## src/rtl/lvmft_pkg.sv

```systemverilog
`default_nettype none
package lvmft_pkg;

  typedef struct packed {
    logic signed [31:0] leg_len;
    logic signed [31:0] foot_x;
    logic signed [31:0] foot_z;
    logic signed [31:0] jac_a;
    logic signed [31:0] jac_b;
    logic signed [31:0] jac_c;
    logic signed [31:0] jac_d;
    logic signed [31:0] goal_len;
    logic signed [31:0] support_ff;
    logic signed [31:0] angle_torque;
    logic signed [31:0] leg_speed;
    logic signed [31:0] goal_rate;
  } in_item_t;

  typedef struct packed {
    logic signed [31:0] leg_force;
    logic signed [31:0] joint_one_torque;
    logic signed [31:0] joint_two_torque;
    logic signed [31:0] integral_now;
    logic               length_fault;
  } out_item_t;

  localparam int RegCount = 8;
  localparam logic [2:0] REG_KP    = 3'd0;
  localparam logic [2:0] REG_KD    = 3'd1;
  localparam logic [2:0] REG_KI    = 3'd2;
  localparam logic [2:0] REG_FLIM  = 3'd3;
  localparam logic [2:0] REG_ILIM  = 3'd4;
  localparam logic [2:0] REG_PUSH  = 3'd5;
  localparam logic [2:0] REG_DBAND = 3'd6;
  localparam logic [2:0] REG_KEXT  = 3'd7;

  localparam logic signed [63:0] S32Max = 64'sd2147483647;
  localparam logic signed [63:0] S32Min = -64'sd2147483648;

  // start strobe from the sequencer to the divider
  typedef struct packed {
    logic start;
  } div_ctl_t;

  function automatic logic signed [31:0] sat32(input logic signed [65:0] x);
    if (x > 66'(S32Max)) return 32'sh7fffffff;
    if (x < 66'(S32Min)) return 32'sh80000000;
    return x[31:0];
  endfunction

endpackage
`default_nettype wire

```

## src/rtl/lvmft_mul.sv

```systemverilog
`default_nettype none
// registered signed Q16.16 product, floor shift
module lvmft_mul
  import lvmft_pkg::*;
(
  input  wire logic               clk,
  input  wire logic signed [32:0] a,
  input  wire logic signed [32:0] b,
  output logic signed [49:0]      p
);
  logic signed [65:0] full;
  assign full = a * b;
  always_ff @(posedge clk) begin
    p <= full[65:16];
  end
endmodule
`default_nettype wire

```

## config.mk

```make
export PLATFORM = sky130hd
export DESIGN_NAME = lvmft_mul
export DESIGN_NICKNAME = d
export VERILOG_FILES = /design/src/rtl/lvmft_pkg.sv /design/src/rtl/lvmft_mul.sv
export SDC_FILE = /design/constraint.sdc
export NUM_CORES = 2
export LEC_CHECK = 0
export BUFFER_PORTS_ARGS = -buffer_cell sky130_fd_sc_hd__buf_2
export CORE_MARGIN = 3
export CORE_UTILIZATION = 25
export CTS_BUF_LIST = sky130_fd_sc_hd__clkbuf_8 sky130_fd_sc_hd__clkbuf_16
export CTS_CLUSTER_DIAMETER = 60
export DETAILED_ROUTE_END_ITERATION = 8
export SLEW_MARGIN = 20
export SYNTH_ARGS = -nofsm -noshare
export SYNTH_HDL_FRONTEND = slang
export SYNTH_SLANG_ARGS = --single-unit
```

## constraint.sdc

```tcl
create_clock -name clk -period 9.6 [get_ports clk]
set_input_delay 1.92 -clock clk [delete_from_list [all_inputs] [get_ports clk]]
set_output_delay 1.92 -clock clk [all_outputs]
set_load 0.02 [all_outputs]
```

==> flow_summary.ini <==
[global_routing]
grt_overflow_total = 0
grt_max_degree = 34
grt_usage_pct = 13.23
top_usage_layer = met2
use_met3_pct = 1.988
antenna_found_initial = 15
grtUsageMet2_pct = 24.14
grt_pass1_vias = 30900
grt_pass1_wl_um = 171000
grt_util_met1_pct = 16.42

[route]
ant_nets = 0
route.detailed.drc = 0
vias_per_cell = 4.397
detail_route.wl_per_cell_um = 16.51
routed_wl_um = 105100
first_pass_iters = 5
num_vias = 28000
first_iter_violations = 1413

[floorplanning]
core-area_mm2 = 0.1571
num_rows = 145
start_util_pct = 25.34
io_pins = 117
die-area_mm2 = 0.1640
die_w_um = 405.0
die_h_um = 405.0

[layout]
layout-drive-gt1-share_pct = 6.456
final_common_cell = fa_1
syn_to_final_growth_pct = 8.993
fin_nets = 5728
top_regs = p (50)
mostFrequentLayoutCells = fa_1 (1143), inv_1 (1130), and2_1 (554)
largest_register_ffs = 50
fill_cells = 16840
top_register = p

[timing]
max_freq_mhz = 108.4
setup_violations = 0
final_hold_viol_count = 0
slew_viol_final = 0
fin_crit_sh_pct = 96.07
tns_ns = 0
fin_crit_ns = 9.223
worst_slew_pin_slew_ns = 0.7976
rsz0062_at_grt = false
max_slew_margin_pct = 46.83

[synth]
synth_flop_cell = dfxtp_1
synth_nets = 5686
synth_cell_types = 68
ys_seq_area_share_pct = 2.515
ys.warnings.count = 0
async_flop_share_pct = 0
synth_edf_count = 0
avgSynthCellArea_um2 = 9.337
synthCells = 4263
yosys_register_bits = 50
netlist_area_mm2 = 0.03981

[critical_path]
critPathBufInv = 4
crit_chain = buf_2, nand2_1, inv_1, fa_1, fa_1, fa_1, fa_2, inv_1, fa_1, fa_1, fa_1, fa_1, inv_1, ha_1, a21oi_1, o221ai_1, a21o_1, a21o_1, a21oi_1, mux2_2, a41o_1, a221oi_1
criticalPathCategory = in -> reg
endpoint_kind = register
slowest_delay_ns = 0.80
cp.arrival_ns = 9.45
critPathMaxFanout = 20
crit_path_top_delay_cell = fa_1
crit_top_cell = fa_1
cp.required_ns = 9.83
crit_family = adder cells
startpoint_type = input pin

[hold_path]
hold_path_class = reg -> out
hold_end = p[10]
min_path_cells = 1
worstHoldStart = p[10]$_DFF_P_

[run_status]
status = complete, no violations

[clock_tree]
clk_pin_slew_ns = 0.09
htree_levels = 2
cts_tree = yes
cts_buffer_depth = 2
cts_sinks = 50
cts_buffers = 5
root_buffer = clkbuf_16

[place]
dp_hpwl_um = 94820
portBuffers = 116
gp_congestion = 0.8754

[run]
cap_violations = 0
routing by layer:
layer | up-vias | routed length [µm]
li1 | 12180 | -
met2 | 751 | 55500
met5 | - | 40
met3 | 149 | 6118
met4 | 6 | 2741
met1 | 14920 | 40740
timing repair:
item                       4_1_cts  5_1_grt
setup endpoints to repair        0        6
buffers inserted                 0        0
hold buffers                     0        0
resized for setup                0        5
cell type report:
| type | instances | area [µm²] | area share [%] |
|---|---|---|---|
| clock inverters | 3 | 28.78 | 0.06633 |
| repair buffers | 250 | 1642 | 3.784 |
| well taps | 2058 | 2575 | 5.935 |
| multi-input cells | 2868 | 33760 | 77.82 |
| diodes | 4 | 10.01 | 0.02307 |
| flip-flops and latches | 50 | 1001 | 2.307 |
| clock buffers | 5 | 125.1 | 0.2884 |
| inverters | 1130 | 4242 | 9.776 |
kinds of logic (layout without fill, tap and decap cells):
| group | after synthesis | in the layout | synth area share, % |
|---|---|---|---|
| other | 0 | 4 | 0 |
| buffers and inverters | 1345 | 1388 | 12.70 |
| and+or+nand+nor | 1251 | 1251 | 15.77 |
| AOI/OAI and AO/OA | 200 | 200 | 3.458 |
| muxes | 4 | 4 | 0.1069 |
| DFF | 50 | 50 | 2.515 |
| xor gates and xnor gates | 57 | 57 | 1.254 |
| adders and majority gates | 1356 | 1356 | 64.20 |
worst max path at each step:
stage | startpoint | endpoint | slack [ns] | cells past startpoint
5_1_grt | a[16] | p[46]$_DFF_P_ | 0.005 | 26
6_report | b[0] | p[46]$_DFF_P_ | 0.38 | 22
4_1_cts | b[0] | p[46]$_DFF_P_ | 0.32 | 22
2_1_floorplan | a[32] | p[46]$_DFF_P_ | 0.27 | 22
3_3_place_gp | b[16] | p[36]$_DFF_P_ | 0.09 | 26
3_5_place_dp | b[0] | p[46]$_DFF_P_ | 0.03 | 22
synthesized netlist by cell type (all sizes together) (3+ instances only):
cell	instances	share of area (%)
o211a	4	0.10
xor2	20	0.44
nand3	14	0.18
nor3	10	0.13
nand2	543	5.1
a21boi	5	0.094
nor2	72	0.69
fa	1144	58
nor4	5	0.079
a31oi	6	0.11
a21oi	63	0.79
o21a	4	0.075
a21o	28	0.53
dfxtp	50	2.5
a211o	3	0.066
a211oi	11	0.26
buf	5	0.060
nand2b	7	0.11
a2111oi	3	0.13
nand4	17	0.27
o31a	3	0.066
xnor2	37	0.81
and3	7	0.11
o21ai	30	0.39
o31ai	3	0.069
or3	6	0.094
ha	212	6.7
o211ai	5	0.094
o22ai	3	0.047
inv	1130	11
o21bai	10	0.19
and2	554	8.7
nor2b	6	0.094
clkbuf	210	2.0
metrics by stage:
stage | utilization, % | std cells | area (µm²) | setup slack, ns | hold WS, ns
floorplan | - | 4263 | 39810 | 0.2656 | 2.259
global placement | 27.50 | 6356 | 43200 | 0.09210 | 2.341
detailed placement | 27.50 | 6356 | 43200 | 0.03353 | 2.340
CTS | 27.60 | 6364 | 43360 | 0.3238 | 2.698
global route | 27.61 | 6364 | 43380 | 0.005316 | 2.707
finish | 27.61 | 6368 | 43390 | 0.3773 | 2.668
Power is left out: the tool's default activity adds up to more than one toggle a clock period on the data nets, which glitch-free logic cannot reach.
