**src/rtl/lvmft_pkg.sv**
```systemverilog
`default_nettype none
package lvmft_pkg;

  typedef struct packed {
    logic signed [31:0] leg_len;
    logic signed [31:0] foot_x;
    logic signed [31:0] foot_z;
    logic signed [31:0] jac_a;
    logic signed [31:0] jac_b;
    logic signed [31:0] jac_c;
    logic signed [31:0] jac_d;
    logic signed [31:0] goal_len;
    logic signed [31:0] support_ff;
    logic signed [31:0] angle_torque;
    logic signed [31:0] leg_speed;
    logic signed [31:0] goal_rate;
  } in_item_t;

  typedef struct packed {
    logic signed [31:0] leg_force;
    logic signed [31:0] joint_one_torque;
    logic signed [31:0] joint_two_torque;
    logic signed [31:0] integral_now;
    logic               length_fault;
  } out_item_t;

  localparam int RegCount = 8;
  localparam logic [2:0] REG_KP    = 3'd0;
  localparam logic [2:0] REG_KD    = 3'd1;
  localparam logic [2:0] REG_KI    = 3'd2;
  localparam logic [2:0] REG_FLIM  = 3'd3;
  localparam logic [2:0] REG_ILIM  = 3'd4;
  localparam logic [2:0] REG_PUSH  = 3'd5;
  localparam logic [2:0] REG_DBAND = 3'd6;
  localparam logic [2:0] REG_KEXT  = 3'd7;

  localparam logic signed [63:0] S32Max = 64'sd2147483647;
  localparam logic signed [63:0] S32Min = -64'sd2147483648;

  // start strobe from the sequencer to the divider
  typedef struct packed {
    logic start;
  } div_ctl_t;

  function automatic logic signed [31:0] sat32(input logic signed [65:0] x);
    if (x > 66'(S32Max)) return 32'sh7fffffff;
    if (x < 66'(S32Min)) return 32'sh80000000;
    return x[31:0];
  endfunction

endpackage
`default_nettype wire

```
**src/rtl/lvmft_div.sv**
```systemverilog
`default_nettype none
// restoring divider: sat32(trunc(num*65536/den)), den > 0, one bit per cycle
module lvmft_div
  import lvmft_pkg::*;
(
  input  wire logic               clk,
  input  wire logic               rst,
  input  wire div_ctl_t           ctl,
  input  wire logic signed [31:0] num,
  input  wire logic        [31:0] den,
  output logic                    done,
  output logic signed [31:0]      quo
);
  logic [47:0] rem_q;   // magnitude shifted out MSB first
  logic [32:0] part;
  logic [47:0] q;
  logic [5:0]  cnt;
  logic        neg;
  logic        run;
  logic [32:0] trial;
  logic signed [65:0] sq;

  assign trial = {part[31:0], rem_q[47]} - {1'b0, den};
  assign sq = neg ? -$signed({18'd0, q}) : $signed({18'd0, q});

  always_ff @(posedge clk) begin
    if (rst) begin
      run <= 1'b0;
      done <= 1'b0;
    end else begin
      done <= 1'b0;
      if (ctl.start) begin
        run <= 1'b1;
        cnt <= 6'd0;
        part <= '0;
        q <= '0;
        neg <= num[31];
        rem_q <= {(num[31] ? 32'(-num) : 32'(num)), 16'd0};
      end else if (run) begin
        rem_q <= {rem_q[46:0], 1'b0};
        if (!trial[32]) begin
          part <= trial;
          q <= {q[46:0], 1'b1};
        end else begin
          part <= {part[31:0], rem_q[47]};
          q <= {q[46:0], 1'b0};
        end
        cnt <= cnt + 6'd1;
        if (cnt == 6'd47) begin
          run <= 1'b0;
          done <= 1'b1;
        end
      end
    end
  end

  assign quo = sat32(sq);
endmodule
`default_nettype wire

```
**config.mk**
```make
export PLATFORM = sky130hd
export DESIGN_NAME = lvmft_div
export DESIGN_NICKNAME = d
export VERILOG_FILES = /design/src/rtl/lvmft_pkg.sv /design/src/rtl/lvmft_div.sv
export SDC_FILE = /design/constraint.sdc
export NUM_CORES = 1
export LEC_CHECK = 0
export BUFFER_PORTS_ARGS = -buffer_cell sky130_fd_sc_hd__buf_2
export CAP_MARGIN = 40
export CORE_MARGIN = 4
export CORE_UTILIZATION = 28
export DETAILED_ROUTE_END_ITERATION = 10
export PLACE_DENSITY = 0.56
export SLEW_MARGIN = 0
export SYNTH_ARGS = -nofsm -noshare
export SYNTH_HDL_FRONTEND = slang
export SYNTH_SLANG_ARGS = --single-unit
```
**constraint.sdc**
```tcl
create_clock -name clk -period 8.8 [get_ports clk]
set_input_delay 1.76 -clock clk [delete_from_list [all_inputs] [get_ports clk]]
set_output_delay 1.76 -clock clk [all_outputs]
set_load 0.01 [all_outputs]
```
==> impl_results.md <==
- Slew margin rel.: 46.0%
- Most frequent cells in the layout: edfxtp_1 (119), nor2_1 (102), buf_2 (98)
- Maximum clock rate: 167 MHz
- Top-level I/O count: 100
- Final Instance Area: 10400 sq um
- Crit start category: flop
- DRC viols: 0
- Synthesized area: 8870 sq um
- Overflow after GRT: 0
- Hold Crit Class: reg2reg
- Period minus WS final: 5.99 ns
- Int Pwr: 1330 uW
- Worst skew pair latency: 0.42 ns
- Status: completed
- Chip width: 186 microns
- Max Cap Viol: 0
- Critical path required time: 7.04 ns
- Sw frac: 29.9%
- Syn Area/Cell: 9.31 sq um
- RSZ-0062 raised after global routing: no
- EDFF count, synth: 119
- Starting DRT DRC Count: 336
- Ranking of synthesized cells by area: edfxtp_1 (40%), xor2_1 (7.0%), ha_1 (4.9%), nor2_1 (4.4%), a21oi_1 (4.0%)
- Synth warnings: 0
- Final WL: 21.1 mm
- Sequential fraction of the synthesis area: 40.7%
- Clock slew at reported path FFs: 0.06 ns
- CP max FO: 31
- GP Congestion: 0.840
- Die H: 186 microns
- Initial Util: 28.7%
- Initial antenna violation count: 1
- Dpl cell area: 9770 sq um
- Post-DP HPWL: 15.0 mm
- Clock Skews: 0.0130 ns
- Setup bufs post-CTS: 0
- Die footprint: 34600 sq um
- Final setup fails: 0
- Max Slew Vio Count: 0
- Yosys cell types: 68
- Vias: 7180
- Post-cts gate resize count: 0
- VDD IR max: 0.000118 V
- Async SR Flop Fraction: 0%
- Final setup TNS: 0 ns
- CTS Buf Count: 17
- Layout cell share with drive strength beyond 1: 15.6%
- N_diodes: 0
- GRT Overall Usage: 12.3%
- Root buffer selected by CTS: clkbuf_16
- Proportion of power drawn by combinational gates: 23.0%
- Dominant synthesized flop cell: edfxtp_1
- Area leader, netlist: edfxtp_1
- LEAKAGE: 0.00400 uW
- Syn_nets: 1056
- Core box area: 30900 sq um
- Fraction of power consumed by the clock network: 38.6%
- Slew of the pin with the lowest slew margin: 0.810 ns
- WP data arrival: 4.23 ns
- CTS Hold Buffers Added: 0
- Vias in the first global route: 7111
- Pin count of the biggest net entering global routing: 76
- Clock sinks: 121
- Drt pass-1 iters: 4
- P&R area growth vs syn: 16.9%
- Sw power: 565 uW
- CP Capture Type: output port
- FP Rows: 64
- Clk buf depth: 2
- Yosys reg bits: 121
- Worst Path Class, Setup: reg2out
- I/O Buffers: 99
- Routed len/inst: 14.7 microns
- Via/cell ratio: 4.99
- Synth Instances: 953
- Final ANT Viol Nets: 0
- Top cell type's share of synthesized area: 40.3%
- Fin nets: 1133
- First-pass GRT wire length: 35.0 mm
- TritonCTS clock tree: yes
- Commonest non-fill, non-tap cell in the layout: edfxtp_1
- H-tree Lvls: 4
- Crit share post-route: 68.1%
- Final hold violation count: 0
- P per Cell Area: 182 nW/um^2
- Reg power frac: 38.4%
## cells by family (layout without fill, tap and decap cells)
group	after synthesis	in the layout	share of synthesized area [%]
simple gates	336	336	19.8
buf+inv	100	189	4.58
flops	121	121	40.7
mux	28	28	3.26
fa+ha+maj	36	36	5.16
compound gates	237	237	17.1
xor+xnor	95	95	9.38
## metal layers
metal	up-vias	wire length, microns	GRT usage (%)
met3	16	726	2.66
li1	3626	-	-
met1	3417	10200	16.7
met4	2	230	3.00
met2	119	9950	20.3
met5	-	12	0
## power groups by stage
stage | combinational (uW) | clock (uW) | sequential [uW]
2_1_floorplan | 332 | 0 | 731
5_1_grt | 492 | 780 | 732
6_report | 434 | 730 | 726
3_3_place_gp | 429 | 0 | 738
3_5_place_dp | 437 | 0 | 738
4_1_cts | 440 | 754 | 726
## sequential cells by signal, indices dropped and copies added, names as in the netlist
signal,cells
neg,1
cnt,6
q,48
done,1
run,1
part,32
rem_q,32
## worst max-delay path, cell delays in order (launching register included)
cell      delay (ns)
edfxtp_1        0.47
or4_1           0.67
nor4_4          0.44
nand4_1         0.27
or4_4           0.50
mux2_4          0.21
a32oi_1         0.11
nor4_1          0.37
a31o_4          0.44
o21ai_0         0.17
buf_2           0.17
## area by class of cell
type | count | area (sq um)
Multi-Input combinational cell | 732 | 4870
Clock inverter | 14 | 175
Fill cell | 3265 | 20500
Sequential cell | 121 | 3610
Inverter | 52 | 195
Clock buffer | 17 | 425
Tap cell | 396 | 495
Timing Repair Buffer | 106 | 591
## cell usage after synthesis, drive strengths merged (8+ instances only)
| cell type | count |
|---|---|
| ha | 35 |
| and2 | 8 |
| nor2b | 51 |
| a21oi | 71 |
| a21o | 9 |
| o21ai | 68 |
| o31ai | 20 |
| nor2 | 103 |
| clkbuf | 39 |
| nand3 | 23 |
| or4 | 13 |
| nand2b | 10 |
| o21a | 8 |
| nand2 | 49 |
| mux2i | 24 |
| nor4 | 13 |
| inv | 52 |
| or3 | 14 |
| buf | 9 |
| o41ai | 11 |
| nor3 | 19 |
| edfxtp | 119 |
| xnor2 | 24 |
| xor2 | 71 |
## worst paths after layout
kind / cells after the start / to / slack [ns] / start
worst max-delay path: 10 / quo[25] / 2.81 / q[3]
worst min-delay path: 1 / rem_q[47] / 0.53 / rem_q[46]
worst max register to register: 13 / part[18] / 4.72 / rem_q[47]
worst min register to register: 1 / rem_q[47] / 0.53 / rem_q[46]
## per-stage QoR
step	power (uW)	worst slack, ns	hold WS [ns]	util (%)	cells
floorplan	1060	0.903	0.459	-	953
global placement	1170	3.13	0.518	31.4	1405
detailed placement	1180	3.18	0.523	31.6	1407
CTS	1920	2.76	0.532	33.5	1438
global route	2000	2.47	0.543	33.5	1438
finish	1890	2.81	0.528	33.5	1438
No activity file was read; power rests on OpenSTA's default activity.
